$ cat config.mk
export PLATFORM = sky130hd
export DESIGN_NAME = gsqr_ctrl
export DESIGN_NICKNAME = d
export VERILOG_FILES = /design/src/rtl/gsqr_pkg.sv /design/src/rtl/gsqr_ctrl.sv
export SDC_FILE = /design/constraint.sdc
export NUM_CORES = 1
export LEC_CHECK = 0
export BUFFER_PORTS_ARGS = -buffer_cell sky130_fd_sc_hd__buf_2
export CORE_UTILIZATION = 50
export CTS_CLUSTER_SIZE = 12
export DETAILED_ROUTE_END_ITERATION = 10
export MAX_ROUTING_LAYER = met4
export PLACE_DENSITY = 0.78
export SYNTH_ARGS = -nofsm -noshare
export SYNTH_HDL_FRONTEND = slang
export SYNTH_SLANG_ARGS = --single-unit
$ cat constraint.sdc
create_clock -name clk_i -period 9.32 [get_ports clk_i]
set_input_delay 0.466 -clock clk_i [delete_from_list [all_inputs] [get_ports clk_i]]
set_output_delay 0.466 -clock clk_i [all_outputs]
set_load 0.02 [all_outputs]
$ cat src/rtl/gsqr_pkg.sv
`timescale 1ns / 1ps
package gsqr_pkg;

  // widest word address over the parameter range (32 x 32 entries)
  localparam int unsigned ADDR_MAX_W = 10;

  // controller states
  typedef enum logic [4:0] {
    ST_LOAD,
    ST_NRM_RD,
    ST_NRM_MUL,
    ST_NRM_ACC,
    ST_SQRT,
    ST_SQRT_WAIT,
    ST_DIAG,
    ST_QZ_WR,
    ST_QN_RD,
    ST_QN_LAT,
    ST_QN_WAIT,
    ST_QN_WR,
    ST_DOT_RD,
    ST_DOT_MUL,
    ST_DOT_ACC,
    ST_DOT_WR,
    ST_UPD_RD,
    ST_UPD_MUL,
    ST_UPD_SHF,
    ST_UPD_WR,
    ST_OUT_RD,
    ST_OUT_LAT,
    ST_OUT_WAIT
  } state_e;

  // datapath actions
  typedef enum logic [3:0] {
    ACT_NONE,
    ACT_LOAD,
    ACT_SQ_ACC,
    ACT_SQRT_GO,
    ACT_DIAG_WR,
    ACT_QZ_WR,
    ACT_DIV_GO,
    ACT_Q_WR,
    ACT_DOT_ACC,
    ACT_DOT_WR,
    ACT_UPD_SHF,
    ACT_UPD_WR,
    ACT_OUT_LOAD
  } act_e;

  // multiplier operand selection
  typedef enum logic [1:0] {
    MUL_NONE,
    MUL_SQ,
    MUL_QB,
    MUL_DQ
  } mul_e;

  typedef struct packed {
    act_e                  act;
    mul_e                  mul;
    logic                  rd;
    logic                  first;
    logic [ADDR_MAX_W-1:0] addr_a;
    logic [ADDR_MAX_W-1:0] addr_b;
    logic [ADDR_MAX_W-1:0] u_addr;
    logic [2:0]            out_row;
    logic [2:0]            out_col;
    logic                  out_last;
  } cmd_t;

  typedef struct packed {
    logic sqrt_done;
    logic div_done;
    logic norm_zero;
  } sts_t;

endpackage

$ cat src/rtl/gsqr_ctrl.sv
`timescale 1ns / 1ps
module gsqr_ctrl #(
  parameter int unsigned MAX_ROWS = 8,
  parameter int unsigned MAX_COLS = 8
) (
  input  logic           clk_i,
  input  logic           rst_ni,
  input  logic [3:0]     n_rows_i,
  input  logic [3:0]     n_cols_i,
  input  logic           in_valid_i,
  input  logic           in_last_i,
  output logic           in_ready_o,
  output logic           out_valid_o,
  input  logic           out_ready_i,
  input  gsqr_pkg::sts_t sts_i,
  output gsqr_pkg::cmd_t cmd_o
);
  import gsqr_pkg::*;

  localparam int unsigned AW   = $clog2(MAX_ROWS * MAX_COLS);
  localparam int unsigned IW   = $clog2(MAX_ROWS);
  localparam int unsigned JW   = $clog2(MAX_COLS);
  localparam int unsigned CNTW = $clog2(MAX_ROWS + 1);
  localparam int unsigned CCW  = $clog2(MAX_COLS + 1);

  state_e         state_q, state_d;
  logic [IW-1:0]  i_q, i_d;
  logic [JW-1:0]  j_q, j_d, k_q, k_d;
  logic [AW-1:0]  lcnt_q, lcnt_d;

  // clamped sizes
  logic [CNTW-1:0] rows;
  logic [CCW-1:0]  cols;
  always_comb begin
    int unsigned r, c;
    r = (n_rows_i == 4'd0) ? 1 : int'(n_rows_i);
    if (r > MAX_ROWS) r = MAX_ROWS;
    c = (n_cols_i == 4'd0) ? 1 : int'(n_cols_i);
    if (c > MAX_COLS) c = MAX_COLS;
    if (c > r) c = r;
    rows = CNTW'(r);
    cols = CCW'(c);
  end

  logic i_last, j_last, k_last, s_fire;
  assign i_last = (CNTW'(i_q) + CNTW'(1)) == rows;
  assign j_last = (CCW'(j_q) + CCW'(1)) == cols;
  assign k_last = (CCW'(k_q) + CCW'(1)) == cols;
  assign s_fire = in_valid_i && in_ready_o;

  // store addresses
  logic [AW-1:0] top, idx, a_addr, b_addr, diag_addr, dot_addr, out_addr;
  assign top       = AW'(rows) * AW'(cols) - AW'(1);
  assign idx       = (lcnt_q > top) ? top : lcnt_q;
  assign a_addr    = AW'(j_q) * AW'(rows) + AW'(i_q);
  assign b_addr    = AW'(k_q) * AW'(rows) + AW'(i_q);
  assign diag_addr = AW'(j_q) * AW'(MAX_COLS) + AW'(j_q);
  assign dot_addr  = AW'(j_q) * AW'(MAX_COLS) + AW'(k_q);
  assign out_addr  = AW'(i_q) * AW'(MAX_COLS) + AW'(j_q);

  always_ff @(posedge clk_i or negedge rst_ni) begin
    if (!rst_ni) begin
      state_q <= ST_LOAD;
      i_q     <= '0;
      j_q     <= '0;
      k_q     <= '0;
      lcnt_q  <= '0;
    end else begin
      state_q <= state_d;
      i_q     <= i_d;
      j_q     <= j_d;
      k_q     <= k_d;
      lcnt_q  <= lcnt_d;
    end
  end

  // next state and datapath commands
  always_comb begin
    state_d        = state_q;
    i_d            = i_q;
    j_d            = j_q;
    k_d            = k_q;
    lcnt_d         = lcnt_q;
    in_ready_o     = 1'b0;
    out_valid_o    = 1'b0;
    cmd_o          = '0;
    cmd_o.act      = ACT_NONE;
    cmd_o.mul      = MUL_NONE;
    cmd_o.addr_a   = ADDR_MAX_W'(a_addr);
    cmd_o.addr_b   = ADDR_MAX_W'(b_addr);
    cmd_o.u_addr   = ADDR_MAX_W'(dot_addr);
    cmd_o.first    = (i_q == '0);
    cmd_o.out_row  = 3'(i_q);
    cmd_o.out_col  = 3'(j_q);
    cmd_o.out_last = i_last && j_last;
    unique case (state_q)
      ST_LOAD: begin
        in_ready_o   = 1'b1;
        cmd_o.addr_a = ADDR_MAX_W'(idx);
        cmd_o.first  = in_last_i;
        if (s_fire) begin
          cmd_o.act = ACT_LOAD;
          lcnt_d    = (idx < top) ? idx + AW'(1) : top;
          if (in_last_i) begin
            lcnt_d  = '0;
            i_d     = '0;
            j_d     = '0;
            state_d = ST_NRM_RD;
          end
        end
      end
      ST_NRM_RD: begin
        cmd_o.rd = 1'b1;
        state_d  = ST_NRM_MUL;
      end
      ST_NRM_MUL: begin
        cmd_o.mul = MUL_SQ;
        state_d   = ST_NRM_ACC;
      end
      ST_NRM_ACC: begin
        cmd_o.act = ACT_SQ_ACC;
        if (i_last) begin
          i_d     = '0;
          state_d = ST_SQRT;
        end else begin
          i_d     = i_q + IW'(1);
          state_d = ST_NRM_RD;
        end
      end
      ST_SQRT: begin
        cmd_o.act = ACT_SQRT_GO;
        state_d   = ST_SQRT_WAIT;
      end
      ST_SQRT_WAIT: begin
        if (sts_i.sqrt_done) state_d = ST_DIAG;
      end
      ST_DIAG: begin
        cmd_o.act    = ACT_DIAG_WR;
        cmd_o.u_addr = ADDR_MAX_W'(diag_addr);
        state_d      = sts_i.norm_zero ? ST_QZ_WR : ST_QN_RD;
      end
      ST_QZ_WR, ST_QN_WR: begin
        cmd_o.act = (state_q == ST_QZ_WR) ? ACT_QZ_WR : ACT_Q_WR;
        if (!i_last) begin
          i_d     = i_q + IW'(1);
          state_d = (state_q == ST_QZ_WR) ? ST_QZ_WR : ST_QN_RD;
        end else begin
          i_d = '0;
          if (j_last) begin
            j_d     = '0;
            state_d = ST_OUT_RD;
          end else begin
            k_d     = j_q + JW'(1);
            state_d = ST_DOT_RD;
          end
        end
      end
      ST_QN_RD: begin
        cmd_o.rd = 1'b1;
        state_d  = ST_QN_LAT;
      end
      ST_QN_LAT: begin
        cmd_o.act = ACT_DIV_GO;
        state_d   = ST_QN_WAIT;
      end
      ST_QN_WAIT: begin
        if (sts_i.div_done) state_d = ST_QN_WR;
      end
      ST_DOT_RD: begin
        cmd_o.rd = 1'b1;
        state_d  = ST_DOT_MUL;
      end
      ST_DOT_MUL: begin
        cmd_o.mul = MUL_QB;
        state_d   = ST_DOT_ACC;
      end
      ST_DOT_ACC: begin
        cmd_o.act = ACT_DOT_ACC;
        if (i_last) begin
          i_d     = '0;
          state_d = ST_DOT_WR;
        end else begin
          i_d     = i_q + IW'(1);
          state_d = ST_DOT_RD;
        end
      end
      ST_DOT_WR: begin
        cmd_o.act = ACT_DOT_WR;
        state_d   = ST_UPD_RD;
      end
      ST_UPD_RD: begin
        cmd_o.rd = 1'b1;
        state_d  = ST_UPD_MUL;
      end
      ST_UPD_MUL: begin
        cmd_o.mul = MUL_DQ;
        state_d   = ST_UPD_SHF;
      end
      ST_UPD_SHF: begin
        cmd_o.act = ACT_UPD_SHF;
        state_d   = ST_UPD_WR;
      end
      ST_UPD_WR: begin
        cmd_o.act = ACT_UPD_WR;
        if (!i_last) begin
          i_d     = i_q + IW'(1);
          state_d = ST_UPD_RD;
        end else begin
          i_d = '0;
          if (k_last) begin
            j_d     = j_q + JW'(1);
            state_d = ST_NRM_RD;
          end else begin
            k_d     = k_q + JW'(1);
            state_d = ST_DOT_RD;
          end
        end
      end
      ST_OUT_RD: begin
        cmd_o.rd     = 1'b1;
        cmd_o.u_addr = ADDR_MAX_W'(out_addr);
        state_d      = ST_OUT_LAT;
      end
      ST_OUT_LAT: begin
        cmd_o.act = ACT_OUT_LOAD;
        state_d   = ST_OUT_WAIT;
      end
      ST_OUT_WAIT: begin
        out_valid_o = 1'b1;
        if (out_ready_i) begin
          if (i_last && j_last) begin
            i_d     = '0;
            j_d     = '0;
            state_d = ST_LOAD;
          end else if (i_last) begin
            i_d     = '0;
            j_d     = j_q + JW'(1);
            state_d = ST_OUT_RD;
          end else begin
            i_d     = i_q + IW'(1);
            state_d = ST_OUT_RD;
          end
        end
      end
      default: state_d = ST_LOAD;
    endcase
  end

  // input and output sides never open together
  a_excl: assert property (@(posedge clk_i) disable iff (!rst_ni)
    in_ready_o |-> !out_valid_o) else $error("input and output open together");

  // the final element closes the input side
  a_start: assert property (@(posedge clk_i) disable iff (!rst_ni)
    (s_fire && in_last_i) |=> !in_ready_o) else $error("load continued after last");

  // diagonal is written only after the root unit finished
  a_sqrt: assert property (@(posedge clk_i) disable iff (!rst_ni)
    (state_q == ST_DIAG) |-> $past(sts_i.sqrt_done)) else $error("diag before root");

  // a quotient is written only after the divider finished
  a_div: assert property (@(posedge clk_i) disable iff (!rst_ni)
    (state_q == ST_QN_WR) |-> $past(sts_i.div_done)) else $error("q before divide");

endmodule

==> results by group <==
Outcome
  – Status: finished, final reports clean

Clocking
  – CTS Sinks: 20
  – CTS Buffer Depth: 2
  – Hold buffer count at CTS: 0
  – H-tree levels: 1
  – # Post-CTS Setup Buffers: 0
  – Clk root buf: clkbuf_8
  – Worst-skew pair later-pin latency: roughly 270 ps
  – Post_cts resized: 0
  – Total CTS buffers: 3
  – CTS tree: yes
  – Worst-path clk slew: 80 ps

Placed design
  – GPL Wtd Cong: 0.994
  – HPWL after DPL: roughly 8500 um
  – Port-buffer cells: 50

Layout
  – Most frequent cells in the layout: nand2_1 (58), buf_2 (50), ha_1 (45), inv_1 (39), nor2_1 (36)
  – Share of post-route cells with drive strength above 1: 13.7%
  – N_diodes: 0
  – Nets@finish: between 600 and 700
  – Commonest non-fill, non-tap cell in the layout: nand2_1
  – P&R area growth vs syn: 7.73%

Floorplanning
  – # rows: 32
  – Core area: ~7700 um^2
  – Die width: around 90 um
  – Num ports: 63
  – Die area: 8360 um^2
  – Die height: 91.4 um
  – Initial Util: 51.7%

Routing
  – DR DRC count: 0
  – Initial DRT Pass Iterations: 5
  – WL/cell: approximately 16 um
  – Post-DRT Antenna Nets: 0
  – Post-DR vias/cell: 6.03
  – Routed Wire Length: 10,800 um
  – Drt first-iter violations: 196
  – DR vias: about 4k

STA
  – Number of setup violations in the final report: 0
  – Relative slew slack: 35.8%
  – Slew Limit Fails: 0
  – Fin Hold WS: 158 ps
  – Setup TNS: 0 ps
  – Min Tclk post-route: 7990 ps
  – Worst slew pin tran: 954 ps
  – Maximum clock rate: 125 MHz
  – Final hold viol count: 0
  – Unrepaired setup endpoints after global routing: false
  – Final Cycle Share: 85.8%
  – Clk_skew: 3.59 ps

Logic synthesis
  – Post-synth EDFFs: 0
  – Post-synthesis sequential area ratio: 12.5%
  – Syn Inst Count: 534
  – Async set or reset register ratio after synthesis: 100%
  – Seq cells post-synth: 20
  – Post-synth design cell area: 4000 um^2
  – Syn Area/Cell: 7.49 um^2
  – Ys flop type: dfrtp_1
  – Yosys warns: 0
  – Post-synth cell types: 73

Global route
  – Global-route wire length before repair: 18,200 um
  – Total congestion overflow: 0
  – Initial antenna violation count: 0
  – GRT Total Usage: between 20 and 30%
  – Largest net degree at the start of global routing: 27
  – Vias in the first global route: 3,893

Critical path
  – WP data required: 9470 ps
  – Cell count of the worst reg-to-reg path: 15
  – R2R setup slack: 5250 ps
  – WP depth: 28
  – CP endpoint kind: register
  – CP max FO: 18
  – Buffers and inverters on the worst path: 4
  – CP max-delay cell: xor2_1
  – Critical Path Start Type: primary input
  – Worst EP arrival: around 8000 ps
  – Top cell by count, worst path: ha_1
  – Worst setup path startpoint: n_rows_i[3]
  – Worst Setup EP: lcnt_q[4]$_DFFE_PN0P_
  – RR Endpoint: lcnt_q[4]$_DFFE_PN0P_
  – CP max stage delay: 570 ps
  – Crit path max-delay family: adder cells
  – Crit path kind: in2reg
  – Critical R2R Launch: lcnt_q[1]$_DFFE_PN0P_

Power and ir drop
  – P_sw: 0.616 mW
  – Seq pwr share: just under 20%
  – Switching share of power: 57.3%
  – Clk pwr share: 6.4%
  – Max IR drop VDD: 145 uV
  – P_int: 0.459 mW
  – Leak: 2.19 nW
  – Comb pwr share: about 74%
  – Pwr/cell area: 250 nW/um^2

Job
  – Max Cap Viol: 0

Hold path
  – Tightest Hold Check Type: in2async
[how the worst min path moves through the flow]
stage                start                    end  slack [ps]  depth (start not counted)
floorplan           rst_ni     i_q[0]$_DFFE_PN0P_         170                          0
global placement    rst_ni  lcnt_q[4]$_DFFE_PN0P_         460                          1
detailed placement  rst_ni  lcnt_q[2]$_DFFE_PN0P_         470                          1
CTS                 rst_ni  lcnt_q[2]$_DFFE_PN0P_         180                          1
global route        rst_ni  lcnt_q[2]$_DFFE_PN0P_         200                          1
finish              rst_ni  lcnt_q[2]$_DFFE_PN0P_         160                          1
[synthesized netlist by cell type (3+ instances only)]
cell type  instances  area, um^2
nor2b_1           10        62.6
o32ai_1            3        26.3
a21oi_1           29         145
nor4_1             4        25.0
dfrtp_1           20         500
and3_1             9        56.3
fa_1              13         260
nor2_1            36         135
mux2_2             5        56.3
a21o_1            12        90.1
and2_1            11        68.8
nand2_1           58         218
or2_2              3        18.8
o21a_1             5        37.5
nand3_1           23         115
nand4_1            4        25.0
o211ai_1           9        67.6
mux2i_1            8        80.1
o21ai_1           10        50.1
clkbuf_1          21        78.8
nand2b_1           6        37.5
o31ai_1            3        22.5
nor3_1            13        65.1
ha_1              45         563
o21ai_0           27         135
xnor2_1           19         166
o21bai_1           3        22.5
inv_1             39         146
xor2_1            11        96.3
and4_1             4        35.0
buf_4             16         120
[worst register-to-register path, delay by kind of cell, from the launching register on]
family          cells  cell delay [ps]
compound gates      7             1380
fa+ha+maj           3              890
simple gates        3              620
flops               1              430
mux                 1              350
buf+inv             1              270
[power by group through the flow]
stage          combinational, mW  clock, mW  sequential [mW]
2_1_floorplan              0.644          0            0.142
4_1_cts                    0.788     0.0704            0.205
3_5_place_dp               0.784          0            0.207
6_report                   0.798     0.0691            0.208
5_1_grt                    0.883     0.0735            0.217
3_3_place_gp               0.767          0            0.205
[cell type report]
class	instances	area, um^2
sequential	20	500
tap	102	128
inverter	41	154
timing repair buffer	56	295
multi-input combinational	443	3180
fill	742	3420
clock buffer	4	55.1
[per-stage QoR]
step	utilization (%)	area, um^2	setup slack [ps]	cells	power (mW)
CTS	55.7	4310	1410	666	1.06
global route	55.7	4310	862	666	1.17
detailed placement	55.0	4250	1120	662	0.991
floorplan	-	4040	1850	545	0.786
global placement	55.0	4250	1400	662	0.972
finish	55.7	4310	1330	666	1.08
[routing by layer]
metal	wire [um]	global-route usage [%]
met1	4490	33.3
met2	5360	47.0
met3	704	2.68
met4	251	9.39
met5	0	-
[registers in the layout (all words and copies together), names as in the netlist]
name     count
i_q          3
k_q          3
state_q      5
lcnt_q       6
j_q          3
[logic make-up after synthesis]
kind of cell	Yosys count	share of synthesized area, %
AO/OA/AOI/OAI	135	23.2
XOR/XNOR	30	6.57
adder cells (fa/ha/maj)	60	21.1
buffers and inverters	82	9.26
flip-flops	20	12.5
multiplexers	13	3.41
other	1	0.0938
AND/OR/NAND/NOR	193	23.9
Power figures use the tool's default switching activity.
